`src/rtl/core/hlxfd_pkg.sv`:
```
`timescale 1ns / 1ps

package hlxfd_pkg;

    // Result kinds, carried on tuser
    localparam logic [1:0] KIND_PAYLOAD   = 2'd0;
    localparam logic [1:0] KIND_GOOD      = 2'd1;
    localparam logic [1:0] KIND_BAD       = 2'd2;
    localparam logic [1:0] KIND_FRAME_ERR = 2'd3;

    // Frame marker characters
    localparam logic [7:0] CHR_U   = 8'h55;
    localparam logic [7:0] CHR_N   = 8'h4E;
    localparam logic [7:0] CHR_E   = 8'h45;
    localparam logic [7:0] CHR_R   = 8'h52;
    localparam logic [7:0] CHR_SEP = 8'h3A;

    // Parser phase codes
    localparam logic [2:0] PH_HUNT  = 3'd0;
    localparam logic [2:0] PH_HDR_N = 3'd1;
    localparam logic [2:0] PH_HDR_E = 3'd2;
    localparam logic [2:0] PH_HDR_R = 3'd3;
    localparam logic [2:0] PH_LEN   = 3'd4;
    localparam logic [2:0] PH_SEP   = 3'd5;
    localparam logic [2:0] PH_BODY  = 3'd6;

    typedef struct packed {
        logic [1:0] kind;
        logic [7:0] data;
    } result_t;

endpackage

```
`src/rtl/core/hlxfd_parse.sv`:
```
`timescale 1ns / 1ps

module hlxfd_parse (
    input  logic              clk,
    input  logic              rst_n,
    input  logic              accept,
    input  logic [7:0]        rx_byte,
    output logic              res_valid,
    output hlxfd_pkg::result_t res
);
    import hlxfd_pkg::*;

    logic [2:0] phase_reg, phase_next;
    logic [7:0] left_reg, left_next;
    logic [7:0] chk_reg, chk_next;
    logic       emit;
    logic [1:0] kind;

    always_comb
    begin
        phase_next = phase_reg;
        left_next  = left_reg;
        chk_next   = chk_reg;
        emit       = 1'b0;
        kind       = KIND_PAYLOAD;
        unique case (phase_reg)
            PH_HDR_N, PH_HDR_E, PH_HDR_R, PH_SEP:
            begin
                if ((phase_reg == PH_HDR_N && rx_byte != CHR_N) ||
                    (phase_reg == PH_HDR_E && rx_byte != CHR_E) ||
                    (phase_reg == PH_HDR_R && rx_byte != CHR_R) ||
                    (phase_reg == PH_SEP   && rx_byte != CHR_SEP))
                begin
                    // wrong marker: error and back to hunting, byte consumed
                    emit       = 1'b1;
                    kind       = KIND_FRAME_ERR;
                    phase_next = PH_HUNT;
                    left_next  = '0;
                    chk_next   = '0;
                end
                else
                begin
                    chk_next   = chk_reg ^ rx_byte;
                    phase_next = (phase_reg == PH_SEP) ? PH_BODY : phase_reg + 3'd1;
                end
            end
            PH_LEN:
            begin
                chk_next   = chk_reg ^ rx_byte;
                // zero length acts as one: check byte follows directly
                left_next  = (rx_byte == 8'd0) ? 8'd1 : rx_byte;
                phase_next = PH_SEP;
            end
            PH_BODY:
            begin
                emit = 1'b1;
                if (left_reg > 8'd1)
                begin
                    kind      = KIND_PAYLOAD;
                    chk_next  = chk_reg ^ rx_byte;
                    left_next = left_reg - 8'd1;
                end
                else
                begin
                    kind       = (chk_reg == rx_byte) ? KIND_GOOD : KIND_BAD;
                    phase_next = PH_HUNT;
                    left_next  = '0;
                    chk_next   = '0;
                end
            end
            default:
            begin
                // hunting, and the unused code
                if (rx_byte == CHR_U)
                begin
                    chk_next   = rx_byte;
                    left_next  = '0;
                    phase_next = PH_HDR_N;
                end
                else
                begin
                    phase_next = PH_HUNT;
                end
            end
        endcase
    end

    always_ff @(posedge clk or negedge rst_n)
    begin
        if (!rst_n)
        begin
            phase_reg <= PH_HUNT;
            left_reg  <= '0;
            chk_reg   <= '0;
        end
        else if (accept)
        begin
            phase_reg <= phase_next;
            left_reg  <= left_next;
            chk_reg   <= chk_next;
        end
    end

    assign res_valid = accept & emit;
    assign res.kind  = kind;
    assign res.data  = rx_byte;

endmodule

```
`src/rtl/core/hlxfd_skid.sv`:
```
`timescale 1ns / 1ps

module hlxfd_skid (
    input  logic               clk,
    input  logic               rst_n,
    input  logic               push,
    input  hlxfd_pkg::result_t push_res,
    output logic               ready,
    output logic               out_valid,
    input  logic               out_ready,
    output hlxfd_pkg::result_t out_res
);
    import hlxfd_pkg::*;

    logic    out_valid_reg;
    logic    skid_valid_reg;
    result_t out_res_reg;
    result_t skid_res_reg;
    logic    pop;

    assign pop = out_valid_reg & out_ready;

    always_ff @(posedge clk or negedge rst_n)
    begin
        if (!rst_n)
        begin
            out_valid_reg  <= 1'b0;
            skid_valid_reg <= 1'b0;
        end
        else if (skid_valid_reg)
        begin
            if (pop)
            begin
                skid_valid_reg <= 1'b0;
            end
        end
        else if (push)
        begin
            if (out_valid_reg && !pop)
            begin
                skid_valid_reg <= 1'b1;
            end
            out_valid_reg <= 1'b1;
        end
        else if (pop)
        begin
            out_valid_reg <= 1'b0;
        end
    end

    always_ff @(posedge clk)
    begin
        if (skid_valid_reg)
        begin
            if (pop)
            begin
                out_res_reg <= skid_res_reg;
            end
        end
        else if (push)
        begin
            if (out_valid_reg && !pop)
            begin
                skid_res_reg <= push_res;
            end
            else
            begin
                out_res_reg <= push_res;
            end
        end
    end

    assign ready     = ~skid_valid_reg;
    assign out_valid = out_valid_reg;
    assign out_res   = out_res_reg;

endmodule

```
`src/rtl/core/header_length_xor_frame_deframer_core.sv`:
```
`timescale 1ns / 1ps
// Channel  | Dir | Signals                  | Content
// ---------+-----+--------------------------+-------------------------------
// s (in)   | in  | s_tvalid/s_tready/s_tdata | tdata[7:0] rx_byte
// m (out)  | out | m_tvalid/m_tready/m_tdata | tdata[7:0] out_byte,
//          |     | m_tuser                   | tuser[1:0] out_kind
//
// One input beat per cycle while s_tready is high. The parser state updates in
// the accept cycle and each result lands in a two-entry output register, so
// s_tready is a register bit and drops only while both entries hold results
// (m_tready held low).
// Reset (rst_n low, async) returns the parser to hunting and empties the
// output register.

module header_length_xor_frame_deframer_core (
    input  logic       clk,
    input  logic       rst_n,
    input  logic       s_tvalid,
    output logic       s_tready,
    input  logic [7:0] s_tdata,   // [7:0] rx_byte
    output logic       m_tvalid,
    input  logic       m_tready,
    output logic [7:0] m_tdata,   // [7:0] out_byte
    output logic [1:0] m_tuser    // [1:0] out_kind
);
    import hlxfd_pkg::*;

    logic    accept;
    logic    res_valid;
    result_t res;
    result_t out_res;

    assign accept = s_tvalid & s_tready;

    // header/length/check sequencing
    hlxfd_parse u_parse (
        .clk       (clk),
        .rst_n     (rst_n),
        .accept    (accept),
        .rx_byte   (s_tdata),
        .res_valid (res_valid),
        .res       (res)
    );

    // result register with skid entry
    hlxfd_skid u_skid (
        .clk       (clk),
        .rst_n     (rst_n),
        .push      (res_valid),
        .push_res  (res),
        .ready     (s_tready),
        .out_valid (m_tvalid),
        .out_ready (m_tready),
        .out_res   (out_res)
    );

    assign m_tdata = out_res.data;
    assign m_tuser = out_res.kind;

endmodule

```
`config.mk`:
```
export PLATFORM = sky130hd
export DESIGN_NAME = header_length_xor_frame_deframer_core
export DESIGN_NICKNAME = d
export VERILOG_FILES = /design/src/rtl/core/hlxfd_pkg.sv /design/src/rtl/core/hlxfd_parse.sv /design/src/rtl/core/hlxfd_skid.sv /design/src/rtl/core/header_length_xor_frame_deframer_core.sv
export SDC_FILE = /design/constraint.sdc
export NUM_CORES = 1
export LEC_CHECK = 0
export ABC_AREA = 1
export BUFFER_PORTS_ARGS = -buffer_cell sky130_fd_sc_hd__buf_2
export CELL_PAD_IN_SITES_DETAIL_PLACEMENT = 1
export CELL_PAD_IN_SITES_GLOBAL_PLACEMENT = 2
export CORE_ASPECT_RATIO = 1.25
export CORE_UTILIZATION = 31
export CTS_CLUSTER_DIAMETER = 200
export DETAILED_ROUTE_END_ITERATION = 10
export GPL_TIMING_DRIVEN = 1
export PLACE_DENSITY_LB_ADDON = 0.1
export SETUP_SLACK_MARGIN = 0.4
export SLEW_MARGIN = 20
export SYNTH_ARGS = -nofsm -noshare
export SYNTH_HDL_FRONTEND = slang
export SYNTH_HIERARCHICAL = 1
export SYNTH_SLANG_ARGS = --single-unit
```
`constraint.sdc`:
```
create_clock -name clk -period 7.2 [get_ports clk]
set_input_delay 0.72 -clock clk [delete_from_list [all_inputs] [get_ports clk]]
set_output_delay 0.72 -clock clk [all_outputs]
set_load 0.02 [all_outputs]
```
* Yosys cells after proc, flatten, opt, wreduce, memory -nomap -nowiden
Index checks and enable logic that the tools add are counted.
Word-level totals: output and inout bits 12, bits in registers 41
Operators by class: add/sub/neg operators 2, muxes and demuxes 30, reductions and logical operators 20, $lt $le $gt $ge 1, equality and inequality tests 16, bitwise logic cells 5
Operators by type and width (count):
- $mux 8 | 7
- $pmux 8 s3 | 2
- $mux 10 | 4
- $ne 8x7->1 const B | 3
- $eq 3x3->1 const B | 3
- $mux 3 | 3
- $pmux 3 s3 | 1
- $reduce_and 3->1 | 3
- $eq 8x7->1 const B | 1
- $eq 8x8->1 | 1
- $gt 8x1->1 const B | 1
- $logic_not 8->1 | 1
- $mux 1 | 8
- $ne 8x6->1 const B | 1
- $sub 8x1->8 const B | 1
- $xor 8x8->8 | 1
- $eq 3x2->1 const B | 2
- $mux 2 | 3
- $reduce_and 2->1 | 3
- $logic_and 1x1->1 | 5
- $ne 2x1->1 const B | 2
- $ne 2x2->1 const B | 2
- $pmux 2 s2 | 1
- $reduce_bool 2->1 | 2
- 9 further kinds | 13

* Longest topological paths before layout
depth after elaboration 10, gate-level depth with buffers 12

* Modules after synthesis
Netlist, hierarchy kept.
Modules (own cells, without submodules):
- hlxfd_parse | cells an instance 287, area each 1814.2 µm², times used 1, seq. area each 475.5 µm²
- hlxfd_skid | cells an instance 70, area each 844.6 µm², times used 1, seq. area each 650.6 µm²
- header_length_xor_frame_deframer_core | cells an instance 2, area each 7.5 µm², times used 1, seq. area each 0.0 µm²

* Worst setup path after synthesis
No wires, ideal clock.
kind input -> register, from input s_tdata[5], to register u_skid.out_res_reg (netlist bit u_skid/out_res[0]) (enable), library setup time 0.380 ns, path buffers 0, data arrival time 1.967 ns, stages on the path 10, setup slack 4.853 ns, path through inv_1 -> nand2_1 -> nor2_1 -> nand2_1 -> nand2_1 -> nand2_1 -> o21ai_0 -> a21oi_1 -> nand2_1 -> a21oi_1
Between the ends: cells in the longest elaborated chain, start to end 10, elaborated cells between the ends (all ways) 16, those cells by class eq/ne (4); mux (2); bitwise (1); reduce/logical (9)
RTL lines:
- start, declared | RTL line header_length_xor_frame_deframer_core.sv:20 | input logic [7:0] s_tdata,
- $ne 8x7->1, on equally long branches | RTL line hlxfd_parse.sv:29, hlxfd_parse.sv:30
- $logic_and 1x1->1, on equally long branches | RTL line hlxfd_parse.sv:29, hlxfd_parse.sv:30
- $logic_or 1x1->1 | RTL line hlxfd_parse.sv:29 | if ((phase_reg == PH_HDR_N && rx_byte != CHR_N) ||
- $logic_or 1x1->1 | RTL line hlxfd_parse.sv:30 | (phase_reg == PH_HDR_E && rx_byte != CHR_E) ||
- $logic_or 1x1->1 * | RTL line hlxfd_parse.sv:31 | (phase_reg == PH_HDR_R && rx_byte != CHR_R) ||
- $mux 1 * | RTL line hlxfd_parse.sv:29
- $pmux 1 s2 * | RTL line hlxfd_parse.sv:26 | unique case (phase_reg)
- $and 1x1->1 * | RTL line hlxfd_parse.sv:104 | assign res_valid = accept & emit;
- via res_valid | RTL line header_length_xor_frame_deframer_core.sv:29 | logic res_valid;
- $reduce_bool 2->1 (no source line) *
- $reduce_and 3->1 (no source line) *
- end signal, assigned | RTL line hlxfd_skid.sv:57 | out_res_reg <= skid_res_reg;
- end signal, assigned | RTL line hlxfd_skid.sv:68 | out_res_reg <= push_res;
- end, declared | RTL line hlxfd_skid.sv:17 | result_t out_res_reg;
Mark *: on every way through the listed nets, which the timed path passes. The rest lies on a longest branch. A chain may end at the register's enable or synchronous reset.

* Worst setup path after layout
from register u_parse.phase_reg[2], to register u_skid.out_res_reg (netlist bit u_skid/out_res[3]) (enable)
Between the ends: cells in the longest elaborated chain, start to end 10, elaborated cells between the ends (all ways) 18, those cells by class eq/ne (5); mux (2); bitwise (1); reduce/logical (10)
RTL lines:
- start, declared | RTL line hlxfd_parse.sv:13 | logic [2:0] phase_reg, phase_next;
- start signal, assigned | RTL line hlxfd_parse.sv:98 | phase_reg <= phase_next;
- $eq 3x1->1 / $eq 3x2->1 (equally long branches) | RTL line hlxfd_parse.sv:26, hlxfd_parse.sv:29, hlxfd_parse.sv:30
- $logic_and 1x1->1, on equally long branches | RTL line hlxfd_parse.sv:29, hlxfd_parse.sv:30
- $logic_or 1x1->1 | RTL line hlxfd_parse.sv:29
- $logic_or 1x1->1 | RTL line hlxfd_parse.sv:30
- $logic_or 1x1->1 | RTL line hlxfd_parse.sv:31
- $mux 1 | RTL line hlxfd_parse.sv:29
- $pmux 1 s2 * | RTL line hlxfd_parse.sv:26
- $and 1x1->1 * | RTL line hlxfd_parse.sv:104
- via res_valid | RTL line header_length_xor_frame_deframer_core.sv:29
- $reduce_bool 2->1 (no source line) *
- $reduce_and 3->1 (no source line) *
Marks and branches as above.

==> out/qor.txt <==
Worst Hold Class: in2async
worst slew pin tran: 0.9373 ns
insertion delay to the later sink of the worst-skew pair: 0.31 ns
final net count: 391
total track usage: 0.1753
Setup Fix Bufs, Post-CTS: 0
DR WL/cell: 15.04 microns
worst-path cell chain: o21ai_2 > o21ai_0 > a21oi_1 > nand2_1 > a21oi_1
simple-gate area share of the yosys netlist: 0.3519
DR pass1 iterations: 9
H-tree level count: 2
minimum clock period after layout: 2.936 ns
CP bufs+invs: 0
total power draw: 1044 uW
clock slew at reported path FFs: 0.10 ns
Sink Count: 41
Mapped Area: 2666 sq um
Ant. Diodes: 0
post-synthesis compound-gate area fraction: 0.03942
sequential-to-total area share from yosys stat: 0.4223
Final setup viols: 0
failing checks: DRC
final hold vios: 0
met2 WL post-DR: 3561 microns
CP Launch Type: register
EDFF count, synth: 20
Max Root-Sink Buffers: 2
first-pass GRT wire length: 12160 microns
Primary FF master, synth: dfrtp_1
count of cell types in the netlist: 31
Critical Path End Type: register
fmax: 340.6 MHz
Crit path top cell by count: a21oi_1
skew final: 0.01400 ns
# hold bufs at CTS: 0
Site Rows: 37
FFs w/ async S/R, synth: 0.5122
Slowest cell on crit path: a21oi_1
Synth top cells by count: 126 x nand2_1, 45 x inv_1, 41 x nand3_1
Yosys reg bits: 41
Critical Path AT: 2.86 ns
antenna violations before repair: 0
GP Congestion: 0.7770
DR top layer: met4
via count: 2219
most common cell in the netlist: nand2_1
Starting Density: 0.3218
Yosys top cell area share: 0.2252
YS warnings: 6
Die Area: 8978 sq um
Avg Cell Area, Syn: 7.427 sq um
final-report max-slew violation count: 0
filler cell count: 1028
WL met3: 140 microns
largest net degree at the start of global routing: 22
xor and xnor area share after synthesis: 0.03285
synth top area cells: edfxtp_1 23%, dfrtp_1 20%, nand2_1 18%
HPWL after DPL: 5213 microns
post-synthesis mux area share: 0
crit path max fanout: 14
syn_nets: 378
Post-DRT Antenna Nets: 0
Layout area overhead: 8.400%
Worst R2R Setup Slack: 4.26 ns
largest family of logic cells by synthesized area: simple AND/OR/NAND/NOR gates
gr ovfl total: 0
Mapped Cells: 359
TritonCTS clock tree: yes
status: finished, violations left
delay-heaviest family, CP: compound AO/OA/AOI/OAI gates
via density per instance: 4.721
post-synthesis adder-cell area fraction: 0.03285
Chip Height: 105.7 microns
routed metal-1 wirelength: 3287 microns
routed wire length: 7071 microns
initial DRC count: 84
IO Pins: 24
RSZ-0062 raised after global routing: no
cell taking the most area after synthesis: edfxtp_1
Leakage: 0.001400 uW
Max Cap Viol: 0
die width: 84.95 microns
Pwr Density: 361.0 nW/um^2
CTS buffer count: 5
layout cell share with drive strength beyond 1: 0.1287
core box area: 8287 sq um
Port Buf Inserts: 23
critical path class: reg2reg
final setup TNS: 0 ns
clk root buf: clkbuf_8
number of global-route vias before repair: 2376
post_cts resized: 0
worst rel slew slack: 0.3751
drt drc: 4
CP Data Required Time: 7.12 ns
period utilisation layout: 0.4078
slowest stage delay, CP: 0.73 ns
peak supply drop: 0.1239 mV
-- stage by stage --
| step | cell area [sq um] | instances | setup WS [ns] | util | hold slack, ns |
|---|---|---|---|---|---|
| after floorplan | 2666 | 359 | 4.853 | - | 0.4244 |
| after global placement | 2775 | 462 | 4.217 | 0.3349 | 0.4974 |
| after detailed placement | 2775 | 462 | 4.184 | 0.3349 | 0.5020 |
| after CTS | 2890 | 470 | 4.210 | 0.3488 | 0.4213 |
| after global routing | 2890 | 470 | 4.050 | 0.3488 | 0.4403 |
| final | 2890 | 470 | 4.264 | 0.3488 | 0.3989 |
-- cell usage in the layout (no fill, tap or decap), types with 5 or more instances in the layout --
cell and instances:
nand2_1 126, inv_1 45, nand3_1 41, buf_2 23, nor2_1 23, dfrtp_1 21, edfxtp_1 20, xor2_1 9
o21ai_0 9, or2_0 8, ha_1 7, clkbuf_8 5, inv_2 5, a21oi_1 5
-- cells by family after synthesis --
kind of cell             count (synthesis)
AO/OA/AOI/OAI                           19
flip-flops                              41
buffers and inverters                   68
AND/OR/NAND/NOR                        214
XOR/XNOR                                10
adder cells (fa/ha/maj)                  7
-- power breakdown --
part	switching, uW	internal [uW]
sequential	49.3	298
combinational	342	159
clock	91.9	104
total	483	561
-- per-layer routing --
layer | global-route usage | vias to the layer above
li1 | - | 1138
met1 | 0.2195 | 1043
met2 | 0.3111 | 32
met3 | 0.02584 | 6
met4 | 0.04722 | 0
met5 | 0 | -
-- worst reg2reg max path, delay by kind of cell (launching register included) --
kind / cells / cell delay (ns)
AO/OA/AOI/OAI: 4 / 1.96
AND/OR/NAND/NOR: 1 / 0.10
flip-flops: 1 / 0.51
-- area by class of cell --
type / instances / area [sq um] / share of cell area
clock buffers: 5 / 68.82 / 0.02381
clock inverters: 3 / 46.29 / 0.01602
inverters: 51 / 193.9 / 0.06710
multi-input cells: 250 / 1219 / 0.4216
flip-flops and latches: 41 / 1126 / 0.3896
well taps: 97 / 121.4 / 0.04199
repair buffers: 23 / 115.1 / 0.03983
-- path summary, 6_finish.rpt --
kind,cells after the start,to,start
worst max register to register,5,u_skid/out_res[3],u_parse/phase_reg[2]
min in group clk,2,u_parse/left_reg[1],u_parse/left_reg[1]
max in group asynchronous,1,u_parse/chk_reg[3],rst_n
worst max-delay path,5,u_skid/out_res[3],u_parse/phase_reg[2]
worst min-delay path,1,u_parse/left_reg[2],rst_n
worst min register to register,2,u_parse/left_reg[1],u_parse/left_reg[1]
(Power assumes the default switching activity.)
